--- src/rtl/core/r2q_pkg.sv ---
// ----------------------------------------------------------------------------
// r2q_pkg: shared types and constants for the rotation matrix to quaternion
// block. Holds the item passed from the front end to the back end.
// ----------------------------------------------------------------------------
`timescale 1ns / 1ps
`default_nettype none

package r2q_pkg;

  // Q1.14 one
  localparam int QONE = 16384;

  // Default depth of the front-to-back queue
  localparam int FIFO_DEPTH_DEF = 4;

  // Picked component codes
  typedef enum logic [1:0] {
    PICK_W = 2'd0,
    PICK_X = 2'd1,
    PICK_Y = 2'd2,
    PICK_Z = 2'd3
  } pick_t;

  // Classified item: picked candidate and the three pair terms, ordered by
  // the components that are not picked (w, x, y, z order).
  typedef struct packed {
    logic            bad;
    pick_t           best;
    logic [16:0]     s;
    logic [2:0][16:0] d;
  } fr_item_t;

  localparam int ITEM_W = $bits(fr_item_t);

endpackage

`default_nettype wire

--- src/rtl/core/r2q_front.sv ---
// ----------------------------------------------------------------------------
// r2q_front: candidate formation and selection
// Forms the four trace candidates, picks the largest and routes the pair terms
// that belong to it. One register stage.
// ----------------------------------------------------------------------------
`timescale 1ns / 1ps
`default_nettype none

module r2q_front
  import r2q_pkg::*;
(
  input  wire logic               clk,
  input  wire logic               rst_n,
  input  wire logic               in_valid,
  output      logic               in_ready,
  input  wire logic signed [15:0] in_r00,
  input  wire logic signed [15:0] in_r01,
  input  wire logic signed [15:0] in_r02,
  input  wire logic signed [15:0] in_r10,
  input  wire logic signed [15:0] in_r11,
  input  wire logic signed [15:0] in_r12,
  input  wire logic signed [15:0] in_r20,
  input  wire logic signed [15:0] in_r21,
  input  wire logic signed [15:0] in_r22,
  output      logic               fr_valid,
  input  wire logic               fr_ready,
  output      fr_item_t           fr_item
);

  logic               vld_r;
  fr_item_t           item_r;
  fr_item_t           item_nxt;
  logic signed [18:0] s0, s1, s2, s3, sb;
  logic signed [16:0] dw, ey, fz, pxy, pxz, pyz;
  logic signed [18:0] a00, a11, a22, one;

  assign in_ready = !vld_r || fr_ready;
  assign fr_valid = vld_r;
  assign fr_item  = item_r;

  // candidates and pair terms
  always_comb begin
    one = 19'(QONE);
    a00 = 19'(in_r00);
    a11 = 19'(in_r11);
    a22 = 19'(in_r22);
    s0  = one + a00 + a11 + a22;
    s1  = one + a00 - a11 - a22;
    s2  = one - a00 + a11 - a22;
    s3  = one - a00 - a11 + a22;
    dw  = 17'(in_r21) - 17'(in_r12);
    ey  = 17'(in_r02) - 17'(in_r20);
    fz  = 17'(in_r10) - 17'(in_r01);
    pxy = 17'(in_r01) + 17'(in_r10);
    pxz = 17'(in_r02) + 17'(in_r20);
    pyz = 17'(in_r12) + 17'(in_r21);

    // strict compare keeps the lower index on a tie
    item_nxt.best = PICK_W;
    sb            = s0;
    if (s1 > sb) begin
      item_nxt.best = PICK_X;
      sb            = s1;
    end
    if (s2 > sb) begin
      item_nxt.best = PICK_Y;
      sb            = s2;
    end
    if (s3 > sb) begin
      item_nxt.best = PICK_Z;
      sb            = s3;
    end
    item_nxt.bad = (sb <= 19'sd0);
    item_nxt.s   = item_nxt.bad ? 17'd0 : sb[16:0];

    unique case (item_nxt.best)
      PICK_W: item_nxt.d = {fz, ey, dw};
      PICK_X: item_nxt.d = {pxz, pxy, dw};
      PICK_Y: item_nxt.d = {pyz, pxy, ey};
      PICK_Z: item_nxt.d = {pyz, pxz, fz};
      default: item_nxt.d = '0;
    endcase
  end

  always_ff @(posedge clk) begin
    if (!rst_n) begin
      vld_r <= 1'b0;
    end else if (in_ready) begin
      vld_r <= in_valid;
    end
  end

  always_ff @(posedge clk) begin
    if (in_ready && in_valid) begin
      item_r <= item_nxt;
    end
  end

endmodule

`default_nettype wire

--- config.mk ---
export PLATFORM = sky130hd
export DESIGN_NAME = r2q_front
export DESIGN_NICKNAME = d
export VERILOG_FILES = /design/src/rtl/core/r2q_pkg.sv /design/src/rtl/core/r2q_front.sv
export SDC_FILE = /design/constraint.sdc
export NUM_CORES = 1
export LEC_CHECK = 0
export ABC_AREA = 1
export BUFFER_PORTS_ARGS = -buffer_cell sky130_fd_sc_hd__clkbuf_2
export CAP_MARGIN = 0
export CORE_ASPECT_RATIO = 0.7
export CORE_UTILIZATION = 44
export CTS_BUF_LIST = sky130_fd_sc_hd__clkbuf_8 sky130_fd_sc_hd__clkbuf_16
export DETAILED_ROUTE_END_ITERATION = 10
export GPL_ROUTABILITY_DRIVEN = 0
export SLEW_MARGIN = 20
export SYNTH_ARGS = -nofsm -noshare
export SYNTH_HDL_FRONTEND = slang
export SYNTH_SLANG_ARGS = --single-unit
--- constraint.sdc ---
create_clock -name clk -period 26.5 [get_ports clk]
set_input_delay 5.3 -clock clk [delete_from_list [all_inputs] [get_ports clk]]
set_output_delay 5.3 -clock clk [all_outputs]
set_load 0.01 [all_outputs]
==> results of run 1 <==
==> per-stage QoR <==
step	utilization [%]	hold slack (ns)	area (um2)	worst slack (ns)	std cells
after floorplan	-	0.595	13900	13.32	1807
after global placement	49.7	0.541	15400	10.48	2424
after detailed placement	49.7	0.550	15400	10.12	2424
after CTS	50.6	0.555	15700	10.42	2438
after global routing	50.6	0.594	15700	9.17	2438
final	50.6	0.552	15700	10.06	2438
==> flip-flops by register name, indices dropped and copies added (netlist names) <==
register and flops:
fr_valid 1, fr_item 71
==> routing by layer <==
layer | routed length [um] | track usage [%] | up-vias
li1 | - | - | 6413
met1 | 23100 | 44.9 | 6067
met2 | 15800 | 35.0 | 576
met3 | 4150 | 4.89 | 38
met4 | 750 | 4.79 | 0
met5 | 0 | 0 | -
==> cells in the final DEF (no fill, tap or decap), types with 3 or more instances in the layout <==
master     count
o21ai_0       39
o221ai_1      12
nand4_1       24
nor4_1         4
inv_1        292
a21oi_1      157
or2_2          5
a211oi_1       3
o21ai_1       12
a31oi_1       13
nand3_1       71
a21boi_0      10
nand2_1      321
xnor2_1       24
a21o_1        11
nor2_1        97
inv_2          8
o211ai_1      16
fa_1          75
buf_4          5
nor3_1        18
a221oi_1       8
o22ai_1       11
clkbuf_16      9
edfxtp_1      71
a22oi_1        5
o21bai_1      76
ha_1         227
a21boi_1       3
clkbuf_2     220
and2_1         6
xor2_1       128
nor2_2         5
==> final timing paths <==
| path | startpoint | endpoint | slack (ns) |
|---|---|---|---|
| worst max-delay path | in_r00[10] | fr_item[36] | 10.06 |
| worst min-delay path | fr_valid | fr_valid | 0.55 |
| worst max register to register | fr_valid | fr_item[1] | 24.87 |
| worst min register to register | fr_valid | fr_valid | 0.55 |
==> worst register-to-register path, stage by stage, from the launching register on <==
cell     delay (ns)
dfxtp_1        0.34
a21oi_4        0.14
buf_4          0.70
==> final cells by class <==
type,instances,area (um2),area share [%]
Tap cell,420,526,3.34
Multi-Input combinational cell,1406,10500,66.7
Clock buffer,9,225,1.43
Inverter,301,1130,7.19
Timing Repair Buffer,225,1140,7.24
Clock inverter,5,58.8,0.374
Sequential cell,72,2150,13.7
==> cell usage after synthesis, drive strengths merged, types with 12 or more instances <==
master and count:
nand2 325, o21ai 52, o21bai 76, xor2 129, ha 227, o221ai 12
xnor2 24, edfxtp 71, a31oi 13, inv 300, fa 75, nand4 24
nor2 102, a21boi 13, a21oi 158, nand3 72, nor3 20, clkbuf 17
o211ai 16
==> cell families after synthesis <==
kind of cell    after synthesis  share of synthesized area [%]
flops                        72                           15.5
fa+ha+maj                   302                           31.2
simple gates                566                           17.4
compound gates              385                           17.1
buf+inv                     329                           9.12
xor+xnor                    153                           9.69
==> impl_metrics.ini, run 1 <==
[status]
status = finished, final reports clean

[routing]
routed_wl_um = 43900
routedWlPerCell_um = 18.0
drtIter0Drc = 1362
drc = 0
vias = 13100
dr.pass1.iters = 6
vias_per_cell = 5.37
ant_nets = 0

[setup_path]
crit_path_end_kind = flip-flop
crit_family = simple AND/OR/NAND/NOR gates
critPathSlowestCell = inv_1
path_buf_inv = 8
reg2reg_depth = 2
critPathKind = input port to flip-flop
critPathMaxStageDelay_ns = 0.65
crit_required_ns = 26.56
start_kind = input port
crit_arrival_ns = 16.50
crit_fanout = 41
cpMostUsedCell = nand2_1
cp.depth = 57

[cts]
insertion_delay_ns = 0.33
clk_pin_slew_ns = 0.06
cts.sinks = 72
cts_resized = 0
clockBufferDepth = 2
cts_setup_buffers = 0
htreeDepth = 3
cts-buffers-inserted = 9
cts_root_buf = clkbuf_16
cts_hold_buffers = 0
cts_tree = built

[floorplan]
die_y_um = 151
start_util_pct = 44.7
pin_count = 221
core_area_um2 = 31100
die_x_um = 214
fp-row-count = 54
die_area_um2 = 32300

[hold_path]
worst_hold_path.num_cells = 2
hp-class = flip-flop to flip-flop

[yosys]
yosys_warnings = 0
synth_top_area_cell = ha_1
ys_ff_latch = 72
synth_top_area_share_pct = 20.4
yosys.cell_types.count = 55
synth_area_leaders = ha_1 (20%), edfxtp_1 (15%), fa_1 (11%)
syn-cell-area_um2 = 13900
syn_avg_cell_area_um2 = 7.69
synth_nets = 2257
synth-edff-count = 71
syn_inst = 1807
async_flop_share_pct = 0
seq_area_frac_synth_pct = 15.5
synth_flop_cell = edfxtp_1

[timing]
fmax_mhz = 60.8
fin_crit_ns = 16.44
rsz0062_at_grt = false
worst_pin_slew_ns = 0.934
fin_skew_ns = 0.00646
timing.final.crit_share_pct = 62.0
tns_ns = 0
hold_viol_final = 0
slew_headroom_pct = 37.7
drv_slew = 0
setup_violations = 0

[grt]
overflow = 0
grt_antenna_before_repair = 0
grt_max_degree = 72
first_global_vias = 12000
grt_pass1_wl_um = 67400
grt_usage_pct = 27.1

[flow_run]
maxCapViolations = 0

[cells_and_area]
areaGrowthSynthToFinish_pct = 13.1
nets = 2465
layout-drive-gt1-share_pct = 13.3
fillers = 3062
antenna_cells = 0

[placement]
detailed_place_hpwl_um = 38500
portBuffers = 220
Power of run 1 is not shown: default switching activity piles up to over one toggle a cycle in this logic, so the estimate is an artifact.
==> run 2, diff against run 1 <==
--- a/config.mk
+++ b/config.mk
@@ -5,7 +5,7 @@
 export SDC_FILE = /design/constraint.sdc
 export NUM_CORES = 1
 export LEC_CHECK = 0
-export ABC_AREA = 1
+export ABC_AREA = 0
 export BUFFER_PORTS_ARGS = -buffer_cell sky130_fd_sc_hd__clkbuf_2
 export CAP_MARGIN = 0
 export CORE_ASPECT_RATIO = 0.7
==> constraint.sdc (replaced) <==
create_clock -name clk -period 16.66 [get_ports clk]
set_input_delay 3.332 -clock clk [delete_from_list [all_inputs] [get_ports clk]]
set_output_delay 3.332 -clock clk [all_outputs]
set_load 0.01 [all_outputs]
==> impl_metrics.ini, run 2 <==
[timing]
timing.final.crit_share_pct = 88.9
slew_headroom_pct = 25.0
fmax_mhz = 67.5
worst_pin_slew_ns = 1.13
rsz0062_at_grt = false
fin_skew_ns = 0.00593
hold_viol_final = 0
fin_crit_ns = 14.82
tns_ns = 0
setup_violations = 0
drv_slew = 0

[routing]
dr.pass1.iters = 5
drtIter0Drc = 1002
vias_per_cell = 5.46
vias = 12400
drc = 0
ant_nets = 0
routedWlPerCell_um = 18.6
routed_wl_um = 42300

[floorplan]
die_area_um2 = 32200
die_x_um = 214
die_y_um = 150
pin_count = 221
core_area_um2 = 30500
fp-row-count = 53
start_util_pct = 45.4

[placement]
portBuffers = 220
dp_cells = 2255
detailed_place_hpwl_um = 35700

[cells_and_area]
largest_reg_flops = 71
antenna_cells = 0
final_cell_mix = ha_1 (227), clkbuf_2 (220), inv_1 (200)
areaGrowthSynthToFinish_pct = 13.1
final_cells = 2271
layout-drive-gt1-share_pct = 14.1
nets = 2304
fillers = 2965
register_area_um2 = 2150
multi_input_area_um2 = 10800
final_common_cell = ha_1

[grt]
first_global_vias = 11500
grt_antenna_before_repair = 0
overflow = 0
grt_max_degree = 72
grt_pass1_wl_um = 64600
grt_usage_pct = 26.0

[yosys]
synth_area_leaders = ha_1 (21%), edfxtp_1 (15%), fa_1 (11%)
yosys.area_share.simple_pct = 12.6
muxShareOfSynthArea_pct = 2.95
syn_inst = 1652
synthTopCellsByCount = ha_1 (227), inv_1 (200), a21oi_1 (172), o21ai_0 (131), nor2_1 (121)
ys_ff_latch = 72
synth_top_area_cell = ha_1
async_flop_share_pct = 0
synthXorXnorAreaFrac_pct = 8.60
synth_nets = 2102
synthAdderAreaFrac_pct = 31.5
syn_avg_cell_area_um2 = 8.38
yosysMostFrequentCell = ha_1
synth_flop_cell = edfxtp_1
seq_area_frac_synth_pct = 15.5
yosys_warnings = 0
synth_top_area_share_pct = 20.5
synth_top_family_by_area = adder cells
yosys.cell_types.count = 69
synth_compound_area_share_pct = 22.3
syn-cell-area_um2 = 13800
synth-edff-count = 71

[cts]
cts_hold_buffers = 0
clk_pin_slew_ns = 0.06
insertion_delay_ns = 0.36
cts_root_buf = clkbuf_16
cts.sinks = 72
clockBufferDepth = 2
cts-buffers-inserted = 9
cts_resized = 0
cts_setup_buffers = 0
cts_tree = built
htreeDepth = 3

[setup_path]
crit_arrival_ns = 14.93
cpMostUsedCell = a21oi_1
critPathMaxStageDelay_ns = 0.53
critPathSlowestCell = o311ai_0
start_kind = input port
crit_fanout = 47
critPathKind = input port to flip-flop
crit_required_ns = 16.78
crit_path_end_kind = flip-flop

[flow_run]
maxCapViolations = 0

[pwr]
powerDensity_nw_per_um2 = 202
leakagePower_uw = 0.00737
peakVddDrop_v = 0.000268

[status]
status = finished, final reports clean

[hold_path]
hp-class = flip-flop to flip-flop
==> run 2: changes by cell type in the layout (fill, tap and decap cells not counted), sizes merged, moves of 20 or more <==
cell,delta
o21bai,-30
nand2,-243
xnor2,+92
inv,-100
mux2i,+37
o21ai,+79
nor2b,+27
xor2,-109
and3,+20
o21a,+26
nand2b,+21
nand3,-50
==> run 2: logic make-up (layout without fill, tap and decap cells) <==
| group | after synthesis | count (layout) |
|---|---|---|
| compound gates | 499 | 499 |
| simple gates | 364 | 364 |
| fa+ha+maj | 304 | 304 |
| buf+inv | 237 | 444 |
| xor+xnor | 136 | 136 |
| flops | 72 | 72 |
| mux | 40 | 40 |
==> run 2: stage by stage <==
step                      util, %  power [uW]  worst slack, ns  instance area (um2)  hold slack, ns
after global placement       50.5        2890             2.06                15400           0.540
after detailed placement     50.5        2910             1.72                15400           0.553
final                        51.3        3170             1.84                15700           0.559
after floorplan                 -        2170             3.38                13800           0.610
after global routing         51.3        3440             1.02                15700           0.598
after CTS                    51.3        3120             2.07                15700           0.566
==> run 2: worst max-delay path: cells and delay by family <==
family / cells / cell delay [ns]
muxes: 1 / 0.24
and+or+nand+nor: 13 / 1.72
adders and majority gates: 7 / 2.51
xor gates and xnor gates: 1 / 0.16
AOI/OAI and AO/OA: 25 / 5.21
buffers and inverters: 7 / 1.74
==> run 2: power breakdown <==
group	total, uW	switching (uW)	internal, uW
sequential	439	37.5	402
clock	190	88.7	101
combinational	2540	1610	928
total	3170	1740	1430
==> run 2: worst paths after layout <==
check	startpoint	to	slack [ns]	cells after the start
max	in_r00[1]	fr_item[70]	1.84	54
min	fr_valid	fr_valid	0.56	2
max reg2reg	fr_valid	fr_item[29]	14.97	2
min reg2reg	fr_valid	fr_valid	0.56	2
==> run 2: cell type report <==
cell class,instances,area share [%]
clock buffers,9,1.44
repair buffers,228,7.41
clock inverters,7,0.304
multi-input cells,1343,69.0
well taps,412,3.29
inverters,200,4.79
flip-flops and latches,72,13.7
==> run 2: layer usage <==
layer | up-vias | GRT usage (%) | share of wire [%]
met4 | 0 | 3.57 | 0.88
met5 | - | 0 | 0
met2 | 399 | 36.8 | 40
li1 | 6190 | - | -
met3 | 22 | 4.89 | 7.2
met1 | 5778 | 40.9 | 52
Note: power is estimated with default switching activity, not from simulation.
