===== src/rtl/core/r2q_fifo.sv =====
// ----------------------------------------------------------------------------
// r2q_fifo: short queue between front and back
// Register-based FIFO with valid/ready on both sides.
// ----------------------------------------------------------------------------
`timescale 1ns / 1ps
`default_nettype none

module r2q_fifo #(
  parameter int WIDTH = 8,
  parameter int DEPTH = 4
) (
  input  wire logic             clk,
  input  wire logic             rst_n,
  input  wire logic             wr_valid,
  output      logic             wr_ready,
  input  wire logic [WIDTH-1:0] wr_data,
  output      logic             rd_valid,
  input  wire logic             rd_ready,
  output      logic [WIDTH-1:0] rd_data
);

  localparam int PW = (DEPTH > 1) ? $clog2(DEPTH) : 1;
  localparam int CW = $clog2(DEPTH + 1);

  logic [WIDTH-1:0] mem_r [DEPTH];
  logic [PW-1:0]    wp_r, rp_r;
  logic [CW-1:0]    cnt_r;
  logic             push, pop;

  assign wr_ready = (cnt_r != CW'(DEPTH));
  assign rd_valid = (cnt_r != '0);
  assign rd_data  = mem_r[rp_r];
  assign push     = wr_valid && wr_ready;
  assign pop      = rd_valid && rd_ready;

  // pointers and fill count
  always_ff @(posedge clk) begin
    if (!rst_n) begin
      wp_r  <= '0;
      rp_r  <= '0;
      cnt_r <= '0;
    end else begin
      if (push) begin
        wp_r <= (wp_r == PW'(DEPTH - 1)) ? '0 : wp_r + 1'b1;
      end
      if (pop) begin
        rp_r <= (rp_r == PW'(DEPTH - 1)) ? '0 : rp_r + 1'b1;
      end
      if (push && !pop) begin
        cnt_r <= cnt_r + 1'b1;
      end else if (pop && !push) begin
        cnt_r <= cnt_r - 1'b1;
      end
    end
  end

  always_ff @(posedge clk) begin
    if (push) begin
      mem_r[wp_r] <= wr_data;
    end
  end

endmodule

`default_nettype wire


===== config.mk =====
export PLATFORM = sky130hd
export DESIGN_NAME = r2q_fifo
export DESIGN_NICKNAME = d
export VERILOG_FILES = /design/src/rtl/core/r2q_fifo.sv
export SDC_FILE = /design/constraint.sdc
export NUM_CORES = 1
export LEC_CHECK = 0
export BUFFER_PORTS_ARGS = -buffer_cell sky130_fd_sc_hd__buf_2
export CORE_ASPECT_RATIO = 0.9
export CORE_MARGIN = 2
export CORE_UTILIZATION = 59
export DETAILED_ROUTE_END_ITERATION = 8
export GPL_TIMING_DRIVEN = 0
export PLACE_DENSITY = 0.8
export SLEW_MARGIN = 30
export SYNTH_ARGS = -nofsm -noshare
export SYNTH_HDL_FRONTEND = slang
export SYNTH_SLANG_ARGS = --single-unit

===== constraint.sdc =====
create_clock -name clk -period 5.6 [get_ports clk]
set_input_delay 0.28 -clock clk [delete_from_list [all_inputs] [get_ports clk]]
set_output_delay 0.28 -clock clk [all_outputs]
set_load 0.02 [all_outputs]

==> results of run 1 <==
## kinds of logic after synthesis
logic type,Yosys count
multiplexers,10
adder cells (fa/ha/maj),7
XOR/XNOR,2
AO/OA/AOI/OAI,6
buffers and inverters,7
AND/OR/NAND/NOR,20
flip-flops,41
## worst max-delay path: stages (launching register included)
cell and delay, ns:
dfxtp_1 0.39, o31ai_1 0.50, ha_1 0.30, inv_1 0.07
fa_1 0.38, xor2_1 0.16, or3_2 0.40, a21boi_0 0.15
## power by group through the flow
| stage | Clock, mW | Sequential, mW | Combinational (mW) |
|---|---|---|---|
| finish | 0.155 | 0.401 | 0.263 |
| global route | 0.171 | 0.407 | 0.296 |
| CTS | 0.159 | 0.402 | 0.268 |
| detailed placement | 0 | 0.409 | 0.267 |
| global placement | 0 | 0.403 | 0.253 |
| floorplan | 0 | 0.400 | 0.198 |
## cell type report
| class | count | area (um2) |
|---|---|---|
| Multi-Input combinational cell | 45 | 465 |
| Clock inverter | 2 | 13.8 |
| Inverter | 3 | 11.3 |
| Clock buffer | 6 | 51.3 |
| Buffer | 4 | 17.5 |
| Tap cell | 30 | 37.5 |
| Timing Repair Buffer | 21 | 105 |
| Sequential cell | 41 | 1140 |
| Fill cell | 188 | 837 |
## routing by layer
metal	vias up	track usage
met5	-	0
met3	6	0.0745
met2	17	0.324
li1	409	-
met1	407	0.214
met4	0	0.0704
## Yosys cell counts, drive strengths merged (3+ instances only)
cell / count
inv: 3
mux4: 8
ha: 6
edfxtp: 32
dfxtp: 9
and3: 4
nand2: 5
o21ai: 4
## worst min path at each step
stage / startpoint / endpoint
finish: wr_data[3] / mem_r[3][3]
global placement: wp_r[1] / wp_r[1]
detailed placement: wr_data[5] / mem_r[1][5]
floorplan: wr_data[0] / mem_r[0][0]
CTS: wr_data[5] / mem_r[2][5]
global route: wr_data[3] / mem_r[0][3]
## sequential cells by signal (all words and copies together) (netlist names), named ones only
register,flops
cnt_r,3
mem_r,32
wp_r,2
rp_r,2
## metrics by stage
| stage | util | instance area [um2] | power (mW) | hold slack, ns | setup slack (ns) |
|---|---|---|---|---|---|
| after floorplan | - | 1640 | 0.598 | 0.379 | 3.37 |
| after global placement | 0.663 | 1780 | 0.656 | 0.488 | 3.29 |
| after detailed placement | 0.663 | 1780 | 0.676 | 0.497 | 3.18 |
| after CTS | 0.688 | 1840 | 0.829 | 0.120 | 3.15 |
| after global routing | 0.688 | 1840 | 0.874 | 0.120 | 2.96 |
| final | 0.688 | 1840 | 0.819 | 0.138 | 3.18 |
## cells in the final DEF, fill, tap and decap left out, types with 2 or more instances in the layout
master / synthesis / routed
and3_2: 4 / 4
buf_2: 1 / 22
clkbuf_4: 0 / 5
dfxtp_1: 9 / 9
edfxtp_1: 32 / 32
ha_1: 6 / 6
inv_1: 3 / 3
mux2i_1: 2 / 2
mux4_2: 8 / 8
nand2_1: 5 / 5
nand3_1: 2 / 2
nor2_1: 2 / 2
o21ai_0: 4 / 4
or3_2: 2 / 2
==> qor.txt, run 1 <==
Status: finished, final reports clean
Vias post-DR: 839
Yosys reg bits: 41
Worst reg2reg path startpoint: cnt_r[0]
Largest net degree at the start of global routing: 14
Post-CTS setup buffer count: 0
Layout cell share with drive strength beyond 1: 0.377
DR iter-0 viols: 14
Mapped Avg Cell Area: 17.6 um2
Max-cap violations: 0
Largest family of logic cells by synthesized area: multiplexers
Sequential-to-total area share from yosys stat: 0.698
DR vias/cell: 5.52
Top_reg_cell synth: edfxtp_1
Nature of the critical path endpoint: flip-flop
Post-DP HPWL: 1.78 mm
Post-synthesis adder-cell area fraction: 0.0581
Switching share of power: 0.322
Crit path max fanout: 5
RSZ-0062 raised after global routing: no
Sequential share of power: 0.490
Die ar.: 3210 um2
Height of the die: 53.9 um
Crit path to: cnt_r[2]
First-pass GRT wire length: 3.93 mm
Synth Area in Compound Gates: 0.0214
Largest area contributor in the netlist: edfxtp_1
# nets final: 140
Top-Level Pins: 22
Fin crit share: 0.433
Routability cong.: 0.642
Drt drc: 0
Antenna viol nets, final: 0
Final setup fails: 0
Critical path origin: cnt_r[0]
Synth Instances: 93
CTS H-tree depth: 2
Top layer reached by signal wires: met4
Met2 WL: 1.31 mm
Async SR Flop Fraction: 0
Final Slew Violations: 0
Cells resized by post-CTS repair: 0
GRT Total Usage: 0.188
Setup tns final: 0 ns
Dpl cells: 144
Area grow syn2layout: 12.7%
Area of the core: 2680 um2
Clock buffers created by TritonCTS: 5
N_diodes: 0
Net Sw Power: 0.263 mW
TritonRoute pass-1 iters: 4
Pint: 0.555 mW
VDD IR max: 0.000249 V
Worst-case reg-to-reg path depth: 7
Critical Path RT: 5.88 ns
Hold Path Depth: 1
Ys Warns: 0
Die extent in x: 59.5 um
Fin. Hold Viols: 0
Flop-to-flop setup slack: 3.18 ns
Post-synth EDFFs: 32
Mux share of post-synthesis cell area: 0.122
Syn nets: 112
Crit path time final: 2.42 ns
Clock-pin slew on the worst setup and hold paths: 0.12 ns
Number of global-route vias before repair: 832
Worst r2r dst: cnt_r[2]
Synth top area share: 0.588
Initial Util: 0.610
Leakage: 0.684 nW
Post-synthesis xor/xnor area fraction: 0.0107
Clk pwr share: 0.189
Worst skew pair latency: 0.35 ns
Yosys cell types: 26
CP Launch Type: flip-flop
Hold-fix buffers at CTS: 0
Comb power frac: 0.321
Max Clock Skew: 0.00660 ns
Final Routed Wirelength: 2.56 mm
Routed len/inst: 16.8 um
Fmax: 413 MHz
Pwr/cell area: 444 nW/um2
Synthesized area: 1640 um2
DRT met1 WL: 1.09 mm
Hold Crit Class: input port to flip-flop
Final instance count without filler cells: 152
CP Class: flip-flop to flip-flop
Rel. slew slack: 0.649
Overflow after GRT: 0
Post-Synth Simple-Gate Area: 0.0719
TritonCTS clock tree: done
Root Driver: clkbuf_4
Port bufs: 21
Initial antenna violation count: 0
Crit path DAT: 2.71 ns
Worst Max-Slew Pin Slew: 0.523 ns
Top cells by area, synth: edfxtp_1, dfxtp_1, mux4_2
Routed met3 length: 108 um
FP Rows: 18
Max Root-Sink Buffers: 2
Num Clock Sinks: 41
Power figures use the tool's default switching activity.
==> run 2: changes to the inputs <==
ABC_AREA = 1   (was default)
CORE_UTILIZATION = 50   (was 59)
PLACE_DENSITY = 0.72   (was 0.8)
clock period = 2.2 ns   (was 5.6 ns; I/O delays follow)
==> run 2 against run 1 <==
Effect of this change: worst setup slack got worse by 2.8 ns; cell count grew 44%; design area grew 6.9%; maximum frequency is 34% higher; synthesized area is 3.4% higher; utilization decreased by 9.1 points; count of clock-buffer cells in the layout did not move; routed wire length grew 14%; critical endpoint is now cnt_r[1].
==> qor.txt, run 2 <==
Status: finished, final reports clean
Largest net degree at the start of global routing: 14 (unchanged)
Clk pwr share: 0.248 (+0.059)
Antenna viol nets, final: 0 (unchanged)
Final Routed Wirelength: 2.92 mm (+14%)
Clock-pin slew on the worst setup and hold paths: 0.08 ns (-0.04 ns)
Cell Chain, Critical Path: nor2_2 -> nand2_2 -> nand2_2 -> inv_1 -> ha_1 -> inv_1 -> fa_1 -> o21ai_0 -> nor2_1
Setup ws final: 0.386 ns (-2.79 ns)
Hold_sp: wr_data[5]
DR vias/cell: 5.04 (-8.7%)
Top cells by area, synth: edfxtp_1, dfxtp_1, nor2_1
CP max stage delay: 0.41 ns (-0.09 ns)
Fin. Hold Viols: 0 (unchanged)
Routed len/inst: 13.3 um (-21%)
Leakage: 0.784 nW (+15%)
Final Slew Violations: 0 (unchanged)
Number of global-route vias before repair: 1151 (+38%)
Layout cell share with drive strength beyond 1: 0.217 (-0.160)
Yosys cell types: 19 (-27%)
Max Root-Sink Buffers: 2 (unchanged)
GR Util met3: 0.0456 (-0.0289)
# nets final: 193 (+38%)
Comb power frac: 0.328 (+0.007)
TritonRoute pass-1 iters: 4 (unchanged)
GR Util met1: 0.198 (-0.0156)
N_diodes: 0 (unchanged)
Rel. slew slack: 0.483 (-0.166)
Worst skew pair latency: 0.29 ns (-0.06 ns)
GRT Total Usage: 0.177 (-0.0108)
Max reg flops: 32 (unchanged)
Critical path origin: cnt_r[1]
DR iter-0 viols: 33 (+19)
VDD IR max: 0.000710 V (+190%)
Post-synth EDFFs: 32 (unchanged)
Pwr/cell area: 1260 nW/um2 (+180%)
Synth Instances: 146 (+57%)
Flop-to-flop setup slack: 0.39 ns (-2.79 ns)
Post-DP HPWL: 2.03 mm (+14%)
Overflow after GRT: 0 (unchanged)
GRT busiest layer: met2
Area grow syn2layout: 16.6%
Net Sw Power: 0.867 mW (+230%)
Die extent in x: 65.3 um (+9.7%)
Setup tns final: 0 ns (unchanged)
Top-Level Pins: 22 (unchanged)
Global Route met2 Usage: 0.316 (-0.00785)
Critical Path RT: 2.38 ns (-3.50 ns)
Top_reg_cell synth: edfxtp_1
Switching share of power: 0.349 (+0.0278)
TritonCTS clock tree: done
Nature of the critical path endpoint: flip-flop
Area of the core: 3300 um2 (+23%)
CP Launch Type: flip-flop
First-pass GRT wire length: 4.92 mm (+25%)
Initial Util: 0.512 (-0.0984)
Max Clock Skew: 0.00498 ns (-0.00163 ns)
Final setup fails: 0 (unchanged)
Mapped Avg Cell Area: 11.6 um2 (-34%)
Sequential-to-total area share from yosys stat: 0.675 (-0.0227)
Vias post-DR: 1104 (+32%)
Async SR Flop Fraction: 0 (unchanged)
Biggest regs: mem_r x32, cnt_r x3
Sequential share of power: 0.424 (-0.066)
Fin crit share: 0.824 (+0.392)
Place WS: 0.397 ns (-2.78 ns)
Clock buffers created by TritonCTS: 5 (unchanged)
CP delay by family, top: adder cells
Fmax: 551 MHz (+34%)
CTS H-tree depth: 2 (unchanged)
Most frequent cells in the layout: nor2_1, edfxtp_1, buf_2
Largest area contributor in the netlist: edfxtp_1
Die ar.: 3860 um2 (+20%)
Pint: 1.62 mW (+190%)
Port bufs: 21 (unchanged)
Worst reg2reg path startpoint: cnt_r[1]
Yosys reg bits: 41 (unchanged)
Ys Warns: 0 (unchanged)
Syn nets: 165 (+47%)
Cells resized by post-CTS repair: 0 (unchanged)
Crit path DAT: 2.00 ns (-0.71 ns)
CP Class: flip-flop to flip-flop
Synthesized area: 1690 um2 (+3.4%)
Max-cap violations: 0 (unchanged)
Cell with the largest stage delay on the worst path: fa_1
Hold Crit Class: input port to flip-flop
FP Rows: 20 (+2)
Root Driver: clkbuf_8
Crit path max fanout: 7 (+2)
Crit path time final: 1.81 ns (-0.608 ns)
Synth top area share: 0.568 (-0.0191)
Hold-fix buffers at CTS: 0 (unchanged)
Top post-synthesis cells by count: edfxtp_1, nor2_1, inv_1
Num Clock Sinks: 41 (unchanged)
RSZ-0062 raised after global routing: no
Initial antenna violation count: 0 (unchanged)
Buf+Inv Stages, Crit Path: 2 (+1)
Routability cong.: 0.702 (+9.3%)
Post-CTS setup buffer count: 0 (unchanged)
Most flops, register: mem_r
Height of the die: 59.2 um (+9.7%)
Worst Max-Slew Pin Slew: 0.773 ns (+0.250 ns)
Drt drc: 0 (unchanged)
run 2: worst paths after layout:
| kind | endpoint | depth (start not counted) |
|---|---|---|
| min | mem_r[3][5] | 1 |
| min reg2reg | cnt_r[0] | 2 |
| max | cnt_r[1] | 9 |
| max reg2reg | cnt_r[1] | 9 |
run 2: kinds of logic (layout without fill, tap and decap cells):
| kind of cell | Yosys count | in the layout | synth area share |
|---|---|---|---|
| simple gates | 51 | 51 | 0.122 |
| flops | 41 | 41 | 0.675 |
| compound gates | 28 | 28 | 0.0955 |
| buf+inv | 19 | 48 | 0.0511 |
| fa+ha+maj | 7 | 7 | 0.0563 |
run 2: power by group through the flow:
stage               Sequential, mW  Clock [mW]  Combinational (mW)
global placement              1.07           0               0.787
global route                  1.07       0.665               0.934
floorplan                     1.04           0               0.593
CTS                           1.05       0.628               0.827
finish                        1.05       0.616               0.815
detailed placement            1.07           0               0.823
run 2: final cells by class:
| class | instances | area [um2] |
|---|---|---|
| multi-input combinational | 86 | 463 |
| tap | 44 | 55.1 |
| fill | 279 | 1330 |
| inverter | 17 | 63.8 |
| sequential | 41 | 1140 |
| clock buffer | 6 | 82.6 |
| timing repair buffer | 21 | 105 |
| clock inverter | 2 | 37.5 |
| buffer | 2 | 22.5 |
run 2: through the flow:
step                 util  instance area [um2]  hold slack, ns  std cells  total power [mW]
floorplan               -                 1690           0.209        146              1.64
global placement    0.560                 1850           0.320        211              1.85
detailed placement  0.560                 1850           0.326        211              1.89
CTS                 0.597                 1970          0.0239        219              2.51
global route        0.597                 1970          0.0231        219              2.67
finish              0.597                 1970          0.0316        219              2.48
run 2: per-layer routing:
layer | up-vias | share of wire
li1 | 555 | -
met1 | 523 | 0.43
met2 | 21 | 0.51
met3 | 5 | 0.041
met4 | 0 | 0.017
met5 | - | 0
==> run 3: changes to the inputs <==
CORE_UTILIZATION = 56   (was 50)
PLACE_DENSITY = 0.77   (was 0.72)
clock period = 1.7 ns   (was 2.2 ns; I/O delays follow)
==> run 3 against run 2 <==
Effect of this change: the flow now finishes with violations (negative setup slack); first-iteration DRC count up 76%; design area increased by 7.7%; register-to-register slack lost 0.39 ns; sequential share of layout area decreased by 3.7 points; sequential power rose by 31%; utilization grew 16 points; sequential cell count did not move; die area is 10% lower; worst hold slack better by 0.0086 ns; routed wire length is 9.6% higher; clock skew grew 0.0042 ns; combinational power rose by 62%; critical endpoint unchanged.
==> qor.txt, run 3 (synthesized netlist as in run 2, its figures left out) <==
# nets final: 207 (+7.3%)
RSZ-0062 raised after global routing: yes
CTS H-tree depth: 2 (unchanged)
DR iter-0 viols: 58 (+76%)
VDD IR max: 0.00104 V (+47%)
Routed len/inst: 14.0 um (+4.8%)
Max Clock Skew: 0.00921 ns (+0.00423 ns)
Worst skew pair latency: 0.35 ns (+0.06 ns)
Max-cap violations: 0 (unchanged)
Die ar.: 3470 um2 (-10%)
Clock-pin slew on the worst setup and hold paths: 0.12 ns (+0.04 ns)
WHS: 0.0402 ns (+0.00861 ns)
Biggest regs: mem_r x32, cnt_r x3
Max Root-Sink Buffers: 2 (unchanged)
TritonRoute pass-1 iters: 5 (+1)
Critical Path RT: 1.95 ns (-0.43 ns)
Most common cell after layout, fill and taps aside: edfxtp_1
First-pass GRT wire length: 5.00 mm (+1.5%)
Hold Crit Class: input port to flip-flop
Fin. Hold Viols: 0 (unchanged)
Height of the die: 56.1 um (-5.1%)
Rel. slew slack: 0.485 (+0.00244)
TritonCTS clock tree: done
Final setup fails: 1 (+1)
Cell with the largest stage delay on the worst path: fa_2
CP Launch Type: flip-flop
Drt drc: 0 (unchanged)
Crit path DAT: 1.95 ns (-0.05 ns)
Cell Area, Placed: 1860 um2 (+0.54%)
Num Clock Sinks: 41 (unchanged)
Nature of the critical path endpoint: flip-flop
Pwr/cell area: 1580 nW/um2 (+25%)
DR vias/cell: 5.14 (+1.9%)
Setup ws final: -0.00138 ns (-0.388 ns)
Most flops, register: mem_r
FILL cells: 174 (-38%)
Vias post-DR: 1176 (+6.5%)
Post-DP HPWL: 2.01 mm (-1.0%)
Worst Max-Slew Pin Slew: 0.770 ns (-0.00364 ns)
CP Class: flip-flop to flip-flop
Initial Util: 0.600 (+0.0887)
FP Rows: 18 (-10%)
Routability cong.: 0.710 (+1.2%)
Final Routed Wirelength: 3.20 mm (+9.6%)
Fmax: 588 MHz (+6.6%)
Max reg flops: 32 (unchanged)
Setup tns final: -0.00138 ns (-0.00138 ns)
CP max stage delay: 0.45 ns (+0.04 ns)
Root Driver: clkbuf_4
Cell Chain, Critical Path: nor2_4 -> nand2_4 -> nand2_4 -> inv_2 -> ha_4 -> inv_2 -> fa_2 -> o21ai_2 -> nor2_1
Area grow syn2layout: 25.5%
Port bufs: 21 (unchanged)
Top-Level Pins: 22 (unchanged)
Number of global-route vias before repair: 1125 (-2.3%)
Final instance area: 2120 um2 (+7.7%)
Die extent in x: 61.9 um (-5.2%)
N_diodes: 0 (unchanged)
Most frequent cells in the layout: edfxtp_1, nor2_1, buf_2
Largest net degree at the start of global routing: 14 (unchanged)
Status: finished, violations left
Crit path time final: 1.70 ns (-0.112 ns)
Clock buffers created by TritonCTS: 5 (unchanged)
Fin crit share: 1.00 (+0.176)
Crit path max fanout: 7 (unchanged)
Violated checks: negative setup slack
Pwr Total: 3.35 mW (+35%)
Leakage: 0.846 nW (+7.9%)
Layout cell share with drive strength beyond 1: 0.302 (+0.0844)
Antenna viol nets, final: 0 (unchanged)
GRT Total Usage: 0.209 (+0.0316)
Overflow after GRT: 0 (unchanged)
Final Slew Violations: 0 (unchanged)
Area of the core: 2820 um2 (-15%)
Initial antenna violation count: 0 (unchanged)
[run 3: cell types whose count changed in the layout (fill, tap and decap cells not counted), moves of 5 or more]
cell           previous run  this run
buf_4                     0         5
dlygate4sd3_1             0         9
clkbuf_4                  0         5
clkbuf_8                  6         1
[run 3: path summary, 6_finish.rpt]
path | from | endpoint | slack, ns | cells after the start
worst min-delay path | wr_valid | wp_r[1] | 0.04 | 3
worst max-delay path | cnt_r[1] | cnt_r[1] | -0.001 | 9
worst min register to register | rp_r[1] | rp_r[1] | 0.54 | 4
worst max register to register | cnt_r[1] | cnt_r[1] | -0.001 | 9
[run 3: timing repair]
action,in CTS,in global routing
pin swaps,3,5
setup buffers,3,2
hold buffers,9,0
setup endpoints to repair,2,36
endpoints found under the hold margin,33,0
resized for setup,11,7
[run 3: critical path: cells and delay by family (launching register included)]
| kind | cells | cell delay [ns] |
|---|---|---|
| fa+ha+maj | 2 | 0.61 |
| simple gates | 4 | 0.37 |
| compound gates | 1 | 0.12 |
| buf+inv | 2 | 0.13 |
| flops | 1 | 0.37 |
[run 3: cell type report]
type	count	area, um2	area share
clock inverters	2	37.5	0.0177
multi-input cells	86	514	0.242
repair buffers	35	233	0.110
clock buffers	6	51.3	0.0242
inverters	17	63.8	0.0301
flip-flops and latches	41	1150	0.542
well taps	40	50.0	0.0236
plain buffers	2	22.5	0.0106
[run 3: per-stage QoR]
step | utilization | cells | worst slack (ns)
CTS | 0.743 | 227 | 0.0185
global placement | 0.661 | 207 | -0.0672
global route | 0.754 | 229 | -0.0738
detailed placement | 0.661 | 207 | -0.190
finish | 0.754 | 229 | -0.00138
floorplan | - | 146 | -0.0239
[run 3: routing by layer]
metal	track usage	vias up	share of wire
li1	-	588	-
met1	0.233	547	0.39
met2	0.350	34	0.54
met3	0.0628	7	0.054
met4	0.103	0	0.021
met5	0	-	0
[run 3: power breakdown]
part	switching (mW)	internal (mW)	total (mW)	leakage, nW
clock network	0.304	0.349	0.653	0.0445
registers	0.121	1.26	1.38	0.369
logic	0.802	0.513	1.32	0.433
